===== src/design/grb_pkg.sv =====
package grb_pkg;

  localparam int MAX_GROUP_DEF   = 16;
  localparam int VALUE_WIDTH_DEF = 32;

  // group_size register
  localparam int CFG_W = 5;
  localparam logic [CFG_W-1:0] GROUP_SIZE_RESET = CFG_W'(1);

  // read request from the sequencer to the output stage
  typedef struct packed {
    logic issue;  // a store read is issued this cycle
    logic last;   // the beat read carries the end-of-list mark
  } rd_req_t;

endpackage


===== src/design/grb_ifs.sv =====
interface grb_in_if #(
  parameter int VALUE_WIDTH = grb_pkg::VALUE_WIDTH_DEF
);
  logic                          valid;
  logic                          ready;
  logic signed [VALUE_WIDTH-1:0] item_value;
  logic                          is_final;

  modport source (output valid, output item_value, output is_final, input ready);
  modport sink   (input valid, input item_value, input is_final, output ready);
endinterface

interface grb_out_if #(
  parameter int VALUE_WIDTH = grb_pkg::VALUE_WIDTH_DEF
);
  logic                          valid;
  logic                          ready;
  logic signed [VALUE_WIDTH-1:0] out_value;
  logic                          out_final;

  modport source (output valid, output out_value, output out_final, input ready);
  modport sink   (input valid, input out_value, input out_final, output ready);
endinterface


===== src/design/grb_ram.sv =====
module grb_ram #(
  parameter int WIDTH = grb_pkg::VALUE_WIDTH_DEF,
  parameter int DEPTH = grb_pkg::MAX_GROUP_DEF
) (
  input  logic                     clk,
  input  logic                     we,
  input  logic [$clog2(DEPTH)-1:0] waddr,
  input  logic [WIDTH-1:0]         wdata,
  input  logic                     re,
  input  logic [$clog2(DEPTH)-1:0] raddr,
  output logic [WIDTH-1:0]         rdata
);

  logic [WIDTH-1:0] mem [DEPTH];

  always_ff @(posedge clk) begin
    if (we) begin
      mem[waddr] <= wdata;
    end
    if (re) begin
      rdata <= mem[raddr];
    end
  end

endmodule


===== src/design/grb_out_stage.sv =====
module grb_out_stage #(
  parameter int VALUE_WIDTH = grb_pkg::VALUE_WIDTH_DEF
) (
  input  logic                   clk,
  input  logic                   rst,
  input  grb_pkg::rd_req_t       rd_req,
  output logic                   can_issue,
  input  logic [VALUE_WIDTH-1:0] rdata,
  grb_out_if.source              out_ch
);

  // stage 1 is the store's read register; it holds while no read is issued
  logic s1_valid;
  logic s1_last;
  logic s1_move;

  assign s1_move   = s1_valid && (!out_ch.valid || out_ch.ready);
  assign can_issue = !s1_valid || s1_move;

  always_ff @(posedge clk) begin
    if (rst) begin
      s1_valid     <= 1'b0;
      out_ch.valid <= 1'b0;
    end else begin
      if (rd_req.issue) begin
        s1_valid <= 1'b1;
      end else if (s1_move) begin
        s1_valid <= 1'b0;
      end
      if (s1_move) begin
        out_ch.valid <= 1'b1;
      end else if (out_ch.ready) begin
        out_ch.valid <= 1'b0;
      end
    end
  end

  always_ff @(posedge clk) begin
    if (rd_req.issue) begin
      s1_last <= rd_req.last;
    end
    if (s1_move) begin
      out_ch.out_value <= rdata;
      out_ch.out_final <= s1_last;
    end
  end

  a_no_overrun: assert property (@(posedge clk) disable iff (rst)
    rd_req.issue |-> (!s1_valid || s1_move))
    else $error("read issued into a full output pipe");

endmodule


===== src/design/group_reversal_buffer.sv =====
// The beat that completes a group (or carries the end mark) is taken, the first
// store read is issued, the store's read register captures it and the output
// register raises out_ch.valid. A group of n values is written, then read back
// through one read port; input is held off while the group is read out.
// Reset: sequencer returns to filling, fill count cleared, group_size = 1;
// store contents are not cleared and are never read before being written.
module group_reversal_buffer #(
  parameter int MAX_GROUP   = grb_pkg::MAX_GROUP_DEF,
  parameter int VALUE_WIDTH = grb_pkg::VALUE_WIDTH_DEF
) (
  input  logic                       clk,
  input  logic                       rst,
  grb_in_if.sink                     in_ch,
  grb_out_if.source                  out_ch,
  input  logic                       cfg_we,
  input  logic [grb_pkg::CFG_W-1:0]  cfg_wdata
);

  localparam int ADDR_W = $clog2(MAX_GROUP);
  localparam int CNT_W  = $clog2(MAX_GROUP + 1);
  localparam int CMP_W  = (CNT_W > grb_pkg::CFG_W) ? CNT_W : grb_pkg::CFG_W;

  localparam logic ST_FILL = 1'b0;
  localparam logic ST_EMIT = 1'b1;

  logic                       state;
  logic [CNT_W-1:0]           fill_count;
  logic [grb_pkg::CFG_W-1:0]  group_size;
  logic [ADDR_W-1:0]          emit_top;
  logic [ADDR_W-1:0]          emit_cnt;
  logic                       emit_rev;
  logic                       emit_last;

  logic                       in_accept;
  logic [CNT_W-1:0]           n_held;
  logic [CMP_W-1:0]           gs_ext;
  logic [CMP_W-1:0]           k_eff;
  logic                       group_full;
  logic                       can_issue;
  logic                       emit_end;
  logic [ADDR_W-1:0]          rd_addr;
  logic [VALUE_WIDTH-1:0]     ram_rdata;
  grb_pkg::rd_req_t           rd_req;

  assign in_ch.ready = (state == ST_FILL);
  assign in_accept   = in_ch.valid && in_ch.ready;
  assign n_held      = fill_count + 1'b1;

  // zero means pass-through; oversize saturates to the store depth
  always_comb begin
    gs_ext = CMP_W'(group_size);
    if (group_size == '0) begin
      k_eff = CMP_W'(1);
    end else if (gs_ext > CMP_W'(MAX_GROUP)) begin
      k_eff = CMP_W'(MAX_GROUP);
    end else begin
      k_eff = gs_ext;
    end
  end

  assign group_full = CMP_W'(n_held) >= k_eff;

  assign emit_end     = (emit_cnt == emit_top);
  assign rd_addr      = emit_rev ? (emit_top - emit_cnt) : emit_cnt;
  assign rd_req.issue = (state == ST_EMIT) && can_issue;
  assign rd_req.last  = emit_last && emit_end;

  always_ff @(posedge clk) begin
    if (rst) begin
      state      <= ST_FILL;
      fill_count <= '0;
      group_size <= grb_pkg::GROUP_SIZE_RESET;
    end else begin
      if (cfg_we) begin
        group_size <= cfg_wdata;
      end
      unique case (state)
        ST_FILL: begin
          if (in_accept) begin
            if (group_full || in_ch.is_final) begin
              state      <= ST_EMIT;
              fill_count <= '0;
            end else begin
              fill_count <= n_held;
            end
          end
        end
        ST_EMIT: begin
          if (rd_req.issue && emit_end) begin
            state <= ST_FILL;
          end
        end
        default: state <= ST_FILL;
      endcase
    end
  end

  always_ff @(posedge clk) begin
    if (in_accept) begin
      emit_top  <= fill_count[ADDR_W-1:0];
      emit_cnt  <= '0;
      emit_rev  <= group_full;
      emit_last <= in_ch.is_final;
    end else if (rd_req.issue) begin
      emit_cnt <= emit_cnt + 1'b1;
    end
  end

  grb_ram #(
    .WIDTH (VALUE_WIDTH),
    .DEPTH (MAX_GROUP)
  ) u_ram (
    .clk   (clk),
    .we    (in_accept),
    .waddr (fill_count[ADDR_W-1:0]),
    .wdata (in_ch.item_value),
    .re    (rd_req.issue),
    .raddr (rd_addr),
    .rdata (ram_rdata)
  );

  grb_out_stage #(
    .VALUE_WIDTH (VALUE_WIDTH)
  ) u_out_stage (
    .clk       (clk),
    .rst       (rst),
    .rd_req    (rd_req),
    .can_issue (can_issue),
    .rdata     (ram_rdata),
    .out_ch    (out_ch)
  );

  a_fill_bound: assert property (@(posedge clk) disable iff (rst)
    fill_count < CNT_W'(MAX_GROUP))
    else $error("fill count reached store depth");

  a_emit_bound: assert property (@(posedge clk) disable iff (rst)
    (state == ST_EMIT) |-> (emit_cnt <= emit_top))
    else $error("read-out index past end of group");

  a_final_flush: assert property (@(posedge clk) disable iff (rst)
    (in_accept && in_ch.is_final) |=> (state == ST_EMIT && fill_count == '0))
    else $error("end-of-list beat did not flush the store");

endmodule

===== src/flat_wrapper.sv =====
// flat-port wrapper written by rule: the top's interface ports become plain ports
module group_reversal_buffer_flat 
#(
  parameter int MAX_GROUP   = grb_pkg::MAX_GROUP_DEF,
  parameter int VALUE_WIDTH = grb_pkg::VALUE_WIDTH_DEF
)
  (clk, rst, cfg_we, cfg_wdata, in_ch_valid, in_ch_item_value, in_ch_is_final, in_ch_ready, out_ch_valid, out_ch_out_value, out_ch_out_final, out_ch_ready);
  grb_in_if #(.VALUE_WIDTH(VALUE_WIDTH)) in_ch_i ();
  grb_out_if #(.VALUE_WIDTH(VALUE_WIDTH)) out_ch_i ();
  input  logic clk;
  input  logic rst;
  input  logic cfg_we;
  input  logic [grb_pkg::CFG_W-1:0] cfg_wdata;
  input wire logic [$bits(in_ch_i.valid)-1:0] in_ch_valid;
  input wire logic [$bits(in_ch_i.item_value)-1:0] in_ch_item_value;
  input wire logic [$bits(in_ch_i.is_final)-1:0] in_ch_is_final;
  output wire logic [$bits(in_ch_i.ready)-1:0] in_ch_ready;
  output wire logic [$bits(out_ch_i.valid)-1:0] out_ch_valid;
  output wire logic [$bits(out_ch_i.out_value)-1:0] out_ch_out_value;
  output wire logic [$bits(out_ch_i.out_final)-1:0] out_ch_out_final;
  input wire logic [$bits(out_ch_i.ready)-1:0] out_ch_ready;
  assign in_ch_i.valid = in_ch_valid;
  assign in_ch_i.item_value = in_ch_item_value;
  assign in_ch_i.is_final = in_ch_is_final;
  assign in_ch_ready = in_ch_i.ready;
  assign out_ch_valid = out_ch_i.valid;
  assign out_ch_out_value = out_ch_i.out_value;
  assign out_ch_out_final = out_ch_i.out_final;
  assign out_ch_i.ready = out_ch_ready;
  group_reversal_buffer #(.MAX_GROUP(MAX_GROUP), .VALUE_WIDTH(VALUE_WIDTH)) u_core (.clk(clk), .rst(rst), .in_ch(in_ch_i), .out_ch(out_ch_i), .cfg_we(cfg_we), .cfg_wdata(cfg_wdata));
endmodule

===== config.mk =====
export PLATFORM = sky130hd
export DESIGN_NAME = group_reversal_buffer_flat
export DESIGN_NICKNAME = d
export VERILOG_FILES = /design/src/design/grb_pkg.sv /design/src/design/grb_ifs.sv /design/src/design/grb_ram.sv /design/src/design/grb_out_stage.sv /design/src/design/group_reversal_buffer.sv /design/src/flat_wrapper.sv
export SDC_FILE = /design/constraint.sdc
export NUM_CORES = 1
export LEC_CHECK = 0
export ABC_AREA = 1
export BUFFER_PORTS_ARGS = -buffer_cell sky130_fd_sc_hd__buf_2
export CORE_MARGIN = 3
export CORE_UTILIZATION = 60
export CTS_CLUSTER_DIAMETER = 30
export DETAILED_ROUTE_END_ITERATION = 7
export GPL_ROUTABILITY_DRIVEN = 1
export PLACE_DENSITY = 0.77
export SLEW_MARGIN = 30
export SYNTH_ARGS = -nofsm -noshare
export SYNTH_HDL_FRONTEND = slang
export SYNTH_SLANG_ARGS = --single-unit

===== constraint.sdc =====
create_clock -name clk -period 3.3 [get_ports clk]
set_clock_uncertainty 0.05 [all_clocks]
set_input_delay 0.165 -clock clk [delete_from_list [all_inputs] [get_ports clk]]
set_output_delay 0.165 -clock clk [all_outputs]
set_load 0.005 [all_outputs]

==> results of run 1 <==
metal layers:
| layer | up-vias | wire length (µm) | global-route usage [%] |
|---|---|---|---|
| met2 | 1216 | 33040 | 48.33 |
| li1 | 8464 | - | - |
| met3 | 244 | 7311 | 5.980 |
| met4 | 2 | 3137 | 15.75 |
| met5 | - | 13 | 0 |
| met1 | 8880 | 24760 | 37.42 |
worst paths after layout:
check	from	end	slack (ns)	depth (start not counted)
worst max-delay path	u_core.emit_cnt[2]$_SDFFE_PP0P_	u_core.u_ram.rdata[12]$_DFFE_PP_	0.57	12
worst min-delay path	in_ch_is_final	u_core.emit_last$_DFFE_PP_	0.24	2
worst max register to register	u_core.emit_cnt[2]$_SDFFE_PP0P_	u_core.u_ram.rdata[12]$_DFFE_PP_	0.57	12
worst min register to register	u_core.u_ram.rdata[7]$_DFFE_PP_	u_core.u_out_stage.out_ch.out_value[7]$_DFFE_PP_	0.37	0
cells by family after synthesis:
family	after synthesis	share of synthesized area, %
AND/OR/NAND/NOR	1185	20.26
buffers and inverters	640	9.894
flip-flops	601	68.42
AO/OA/AOI/OAI	25	0.5220
adder cells (fa/ha/maj)	14	0.6992
XOR/XNOR	6	0.2011
report_power, final:
part / switching (mW) / internal, mW / leakage [nW]
Sequential: 0.141 / 8.87 / 5.43
Combinational: 4.74 / 2.03 / 6.49
Clock: 3.88 / 7.48 / 1.81
Total: 8.76 / 18.4 / 13.7
metrics by stage:
stage / util (%) / setup slack, ns
3_5_place_dp: 64.47 / 0.6584
6_report: 74.60 / 0.5703
4_1_cts: 74.60 / 0.6270
2_1_floorplan: - / 0.5783
3_3_place_gp: 64.40 / 0.6594
5_1_grt: 74.60 / 0.4161
worst reg2reg max path, cell delays in order (launching register included):
cell,delay [ns]
dfxtp_1,0.46
inv_1,0.13
ha_1,0.40
a21oi_1,0.24
nand2_1,0.08
nand2_1,0.06
nand2_1,0.05
nand2_1,0.05
nand2_1,0.07
inv_1,0.44
buf_4,0.38
nand2_1,0.12
nand2_1,0.07
cells in the mapped netlist, drive strengths merged:
library cell  number  area, µm²
a21oi             11      58.81
and3               1      6.260
buf              110      595.6
clkbuf            16      60.06
clkinv             1      3.750
dfxtp             17      340.3
edfxtp           584      17540
fa                 1      20.02
ha                13      162.7
inv              513       1926
nand2            564       2142
nand3            554       2773
nand3b            32      240.2
nand4              2      12.51
nor2              32      120.1
o21ai             14      77.58
xor2               6      52.55
flip-flops by register name (all words and copies together) (netlist names):
name and count:
u_core.u_ram.rdata 32, u_core.group_size 5, u_core.u_out_stage.s1_last 1, u_core.state 1
u_core.u_out_stage.s1_valid 1, u_core.fill_count 5, u_core.u_ram.mem 512, u_core.emit_cnt 4
u_core.u_out_stage.out_ch.out_final 1, u_core.u_out_stage.out_ch.valid 1, u_core.emit_rev 1, u_core.u_out_stage.out_ch.out_value 32
u_core.emit_last 1, u_core.emit_top 4
cell type report:
cell class / count / share of cell area, %
Clock buffer: 128 / 9.252
Clock inverter: 78 / 2.718
Inverter: 514 / 6.092
Multi-Input combinational cell: 1230 / 18.45
Sequential cell: 601 / 56.37
Tap cell: 577 / 2.277
Timing Repair Buffer: 182 / 4.837
==> impl_metrics.csv, run 1 <==
group,metric,value,unit
placed_design,gp_congestion,0.8157,
timing,fmax,366.3,MHz
placed_design,place_area,27410,µm²
route,vias,18810,
timing,tightest_slew,0.7630,ns
critical_path,cp_max_fo,13,
route,antenna_left,0,
critical_path,criticalPathCategory,"reg -> reg",
synthesis,yosys_warnings,0,
layout,final_common_cell,"edfxtp_1",
clocking,cts-root-buf,"clkbuf_16",
die,die_h,214.7,µm
timing,min_period,2.730,ns
route,drt_iter0_markers,2377,
synthesis,synth.net_count,2528,
critical_path,critical_path_required,3.73,ns
layout,finish.instance_area,31710,µm²
timing,tns,0,ns
layout,nFillCells,2584,
clocking,numCtsBuffers,110,
die,core_area,42510,µm²
critical_path,slowest_delay,0.46,ns
critical_path,cp-start-kind,"register",
timing,setup_viol,0,
synthesis,syn_avg_cell_area,10.57,µm²
pwr,max-vdd-ir-drop,0.6294,mV
clocking,clock_latency,0.64,ns
critical_path,critPathSlowestCell,"dfxtp_1",
layout,syn_to_final_growth,21.37,%
pwr,leakage,13.73,nW
clocking,post-cts-setup-buffer-count,0,
clocking,path_clk_slew,0.04,ns
timing,rsz0062_at_grt,"false",
critical_path,critPathArrivalTime,3.16,ns
clocking,cts_tree,"yes",
route,drc,0,
timing,report.final.slew_viol_count,0,
timing,timing_hold_violations_final,0,
clocking,cts_sinks,601,
synthesis,syn_inst,2471,
die,start_util,61.46,%
placed_design,dp.cells,3053,
grt,grt_pass1_wl,104900,µm
grt,antenna_found_initial,1,
synthesis,synth_area,26130,µm²
pwr,power,27.14,mW
critical_path,crit_top_cell,"nand2_1",
die,die_w,214.7,µm
die,placementRows,75,
route,avgViaCountPerCell,5.682,
grt,grt_pass1_vias,19240,
run,maxCapViolCount,0,
timing,post-route-period-util,82.72,%
layout,layout_common_cells,"edfxtp_1 (584), nand2_1 (558), nand3_1 (554), inv_1 (507), clkbuf_16 (113)",
layout,instances_no_fill,3310,
synthesis,synth-seq-area-share,68.42,%
critical_path,crit_family,"buffers and inverters",
outcome,outcome,"completed",
layout,regArea,17880,µm²
clocking,clock_path_buffers,3,
timing,maxSlewHeadroom,49.14,%
placed_design,dpl.hpwl,33300,µm
critical_path,crit_chain,"inv_1 > ha_1 > a21oi_1 > nand2_1 > nand2_1 > nand2_1 > nand2_1 > nand2_1 > inv_1 > buf_4 > nand2_1 > nand2_1",
route,wirelength,68260,µm
timing,timing.hold.ws,0.2447,ns
grt,grt.total_usage,29.52,%
layout,layout-drive-gt1-share,12.88,%
worst_hold_path,hold_path.class,"in -> reg",
layout,multi_input_area,5851,µm²
grt,gr-total-overflow,0,
placed_design,port_buffers,77,
die,pin_count,78,
synthesis,synth-seq-cells,601,
pwr,pwr_density_cell,855.8,nW/µm²
clocking,cts_hold_buf,51,
synthesis,netlist-cell-type-count,24,
die,die_area,46090,µm²
layout,fin_nets,2696,
clocking,cts_max_level,3,
layout,n_antenna_cell,0,
route,dr.pass1.iters,6,
route,routedWlPerCell,20.62,µm
critical_path,cp-end-kind,"register",
clocking,postCtsResizedCells,0,
critical_path,path_buf_inv,3,
grt,grt_max_degree,152,
Note: power is estimated with default switching activity, not from simulation.
==> inputs of run 2 (changes only) <==
--- a/config.mk
+++ b/config.mk
@@ -5,7 +5,7 @@
 export SDC_FILE = /design/constraint.sdc
 export NUM_CORES = 1
 export LEC_CHECK = 0
-export ABC_AREA = 1
+export ABC_AREA = 0
 export BUFFER_PORTS_ARGS = -buffer_cell sky130_fd_sc_hd__buf_2
 export CORE_MARGIN = 3
 export CORE_UTILIZATION = 60
==> constraint.sdc (replaced) <==
create_clock -name clk -period 2.6 [get_ports clk]
set_clock_uncertainty 0.05 [all_clocks]
set_input_delay 0.13 -clock clk [delete_from_list [all_inputs] [get_ports clk]]
set_output_delay 0.13 -clock clk [all_outputs]
set_load 0.005 [all_outputs]
==> run 2 against run 1 <==
The run now ends with negative setup slack left; critical path depth is 3 lower; cell count is 30% lower; critical endpoint is now u_core.u_ram.rdata[9]$_DFFE_PP_; register-to-register slack worse by 0.97 ns; final area is 0.76% higher; utilization is 7.9 points higher; setup slack worse by 0.97 ns.
==> impl_metrics.csv, run 2 <==
group,metric,value,unit
clocking,cts_max_level,3,
worst_hold_path,hp-start,"in_ch_is_final",
clocking,cts-root-buf,"clkbuf_16",
critical_path,path_buf_inv,3,
synthesis,syn_avg_cell_area,16.86,µm²
timing,setup_viol,32,
die,placementRows,72,
pwr,max-vdd-ir-drop,0.8318,mV
critical_path,crit-reg2reg-launch,"u_core.emit_top[1]$_DFFE_PP_",
placed_design,dpl.hpwl,33170,µm
layout,layout-drive-gt1-share,36.86,%
pwr,power,33.35,mW
synthesis,synth_area,23620,µm²
critical_path,crit_chain,"inv_1 > fa_2 > xor2_2 > buf_4 > o22a_1 > buf_6 > a211oi_2 > a2111oi_2 > mux2_2",
grt,grt_max_degree,52,
synthesis,synth_area_leaders,"edfxtp_1 (74%), a211oi_1 (6.3%), and3_1 (5.2%)",
grt,gr-total-overflow,0,
synthesis,synth-seq-area-share,75.70,%
route,dr.pass1.iters,8,
placed_design,port_buffers,77,
route,routedWlPerCell,35.78,µm
route,drt_iter0_markers,2427,
timing,setup_ws,-0.4040,ns
timing,maxSlewHeadroom,50.04,%
clocking,cts_sinks,601,
die,pin_count,78,
timing,post-route-period-util,115.5,%
timing,fmax,332.9,MHz
grt,grt_pass1_wl,107200,µm
grt,antenna_found_initial,2,
critical_path,cp-end-kind,"register",
pwr,pwr_density_cell,1044,nW/µm²
outcome,failed_checks,"negative setup slack",
timing,tightest_slew,0.7495,ns
worst_hold_path,hold_path.class,"in -> reg",
layout,largest_reg_flops,512,
grt,grt_pass1_vias,16680,
outcome,outcome,"finished with violations",
critical_path,criticalPathCategory,"reg -> reg",
die,start_util,60.97,%
clocking,cts_tree,"yes",
route,wirelength,82550,µm
synthesis,synthArstFlopShare,0,%
synthesis,synth-seq-cells,601,
die,core_area,38740,µm²
die,die_area,41780,µm²
critical_path,critPathArrivalTime,3.46,ns
critical_path,critPathSlowestCell,"a2111oi_2",
layout,syn_to_final_growth,35.30,%
layout,layout_common_cells,"edfxtp_1 (584), and3_1 (195), clkbuf_16 (112), buf_4 (97), a211oi_2 (93)",
critical_path,critical_path_required,3.06,ns
route,drc,0,
clocking,clock_path_buffers,3,
critical_path,crit_start,"u_core.emit_top[1]$_DFFE_PP_",
die,die_w,204.4,µm
route,avgViaCountPerCell,7.335,
synthesis,netlist-cell-type-count,47,
synthesis,netlist.area_leader.share,74.26,%
route,antenna_left,0,
layout,max_flop_register,"u_core.u_ram.mem",
grt,grt.total_usage,35.16,%
layout,finish.utilization,82.48,%
timing,min_period,3.004,ns
layout,nFillCells,1568,
critical_path,slowest_delay,0.56,ns
timing,rsz0062_at_grt,"true",
synthesis,synthMostInstantiatedCell,"edfxtp_1",
critical_path,crit_family,"compound AO/OA/AOI/OAI gates",
synthesis,yosys_warnings,0,
timing,report.final.slew_viol_count,0,
clocking,path_clk_slew,0.06,ns
synthesis,synth_edf_count,584,
placed_design,place_ws,-0.5041,ns
synthesis,synth_top_cells_by_count,"edfxtp_1 (584), a211oi_1 (198), and3_1 (195)",
synthesis,synth.net_count,1458,
layout,final_common_cell,"edfxtp_1",
run,maxCapViolCount,0,
synthesis,syn_inst,1401,
synthesis,synthFlopType,"edfxtp_1",
timing,timing_hold_violations_final,0,
clocking,numCtsBuffers,106,
route,vias,16920,
critical_path,cp-start-kind,"register",
layout,fin_nets,1754,
clocking,clock_latency,0.64,ns
synthesis,synth_area_leader_cell,"edfxtp_1",
placed_design,gp_congestion,0.8470,
pwr,leakage,11.20,nW
critical_path,cp_max_fo,7,
die,die_h,204.4,µm
layout,top_regs,"u_core.u_ram.mem (512), u_core.u_out_stage.out_ch.out_value (32), u_core.u_ram.rdata (32)",
-- run 2: cell count changes in the layout (fill, tap and decap cells not counted), sizes merged, moves of 32 or more --
cell	delta
nand3b	-32
a211oi	+198
inv	-500
and3	+194
mux2	+32
buf	+106
a2111oi	+63
mux2i	+67
nand2	-549
nand3	-549
-- run 2: worst paths after layout --
| kind | end | slack, ns | depth (start not counted) |
|---|---|---|---|
| worst max-delay path | u_core.u_ram.rdata[9]$_DFFE_PP_ | -0.40 | 9 |
| worst min-delay path | u_core.emit_last$_DFFE_PP_ | 0.20 | 2 |
| worst min register to register | u_core.u_out_stage.out_ch.out_value[21]$_DFFE_PP_ | 0.37 | 0 |
| worst max register to register | u_core.u_ram.rdata[9]$_DFFE_PP_ | -0.40 | 9 |
-- run 2: power by group --
part | total, mW | internal, mW | switching (mW)
clock network | 14.0 | 8.86 | 5.17
logic | 8.09 | 3.41 | 4.68
registers | 11.2 | 11.1 | 0.163
-- run 2: layout make-up --
type	count	area [µm²]	share of cell area (%)
Antenna cell	1	2.502	0.007832
Clock buffer	122	2776	8.689
Clock inverter	77	760.7	2.381
Inverter	13	48.80	0.1527
Multi-Input combinational cell	682	6958	21.78
Sequential cell	601	17880	55.96
Tap cell	518	648.1	2.028
Timing Repair Buffer	293	2877	9.003
-- run 2: cells by family after synthesis --
group | synth area share, %
simple gates | 6.697
flops | 75.70
buf+inv | 2.453
xor+xnor | 0.5139
mux | 4.366
compound gates | 9.499
fa+ha+maj | 0.7735
-- run 2: worst register-to-register path, delay by kind of cell (launching register included) --
kind,cells,cell delay [ns]
flops,1,0.44
fa+ha+maj,1,0.42
compound gates,3,0.91
xor+xnor,1,0.26
mux,1,0.26
buf+inv,3,0.53
-- run 2: routing by layer --
| layer | wire length (µm) | part of all wire [%] | GRT usage (%) |
|---|---|---|---|
| met4 | 6080 | 7.4 | 19.02 |
| met5 | 21 | 0.025 | 0 |
| met3 | 10780 | 13 | 8.520 |
| met1 | 26580 | 32 | 44.16 |
| met2 | 39080 | 47 | 57.03 |
-- run 2: through the flow --
step	setup TNS, ns	std cells	hold slack [ns]	area [µm²]
final	-9.663	2307	0.2003	31950
after global routing	-8.744	2306	0.2241	31950
after CTS	-3.045	2304	0.1958	30930
after detailed placement	-8.481	2044	0.3018	25940
after global placement	-5.773	2044	0.2870	25940
after floorplan	-58.82	1401	0.1528	23650
-- run 2: what timing repair did --
action / 4_1_cts / 5_1_grt
cloned: 3 / 3
setup endpoints to repair: 32 / 32
resized for setup: 173 / 170
pin swaps: 17 / 17
hold buffers: 52 / 0
setup buffers: 7 / 10
endpoints found under the hold margin: 526 / 0
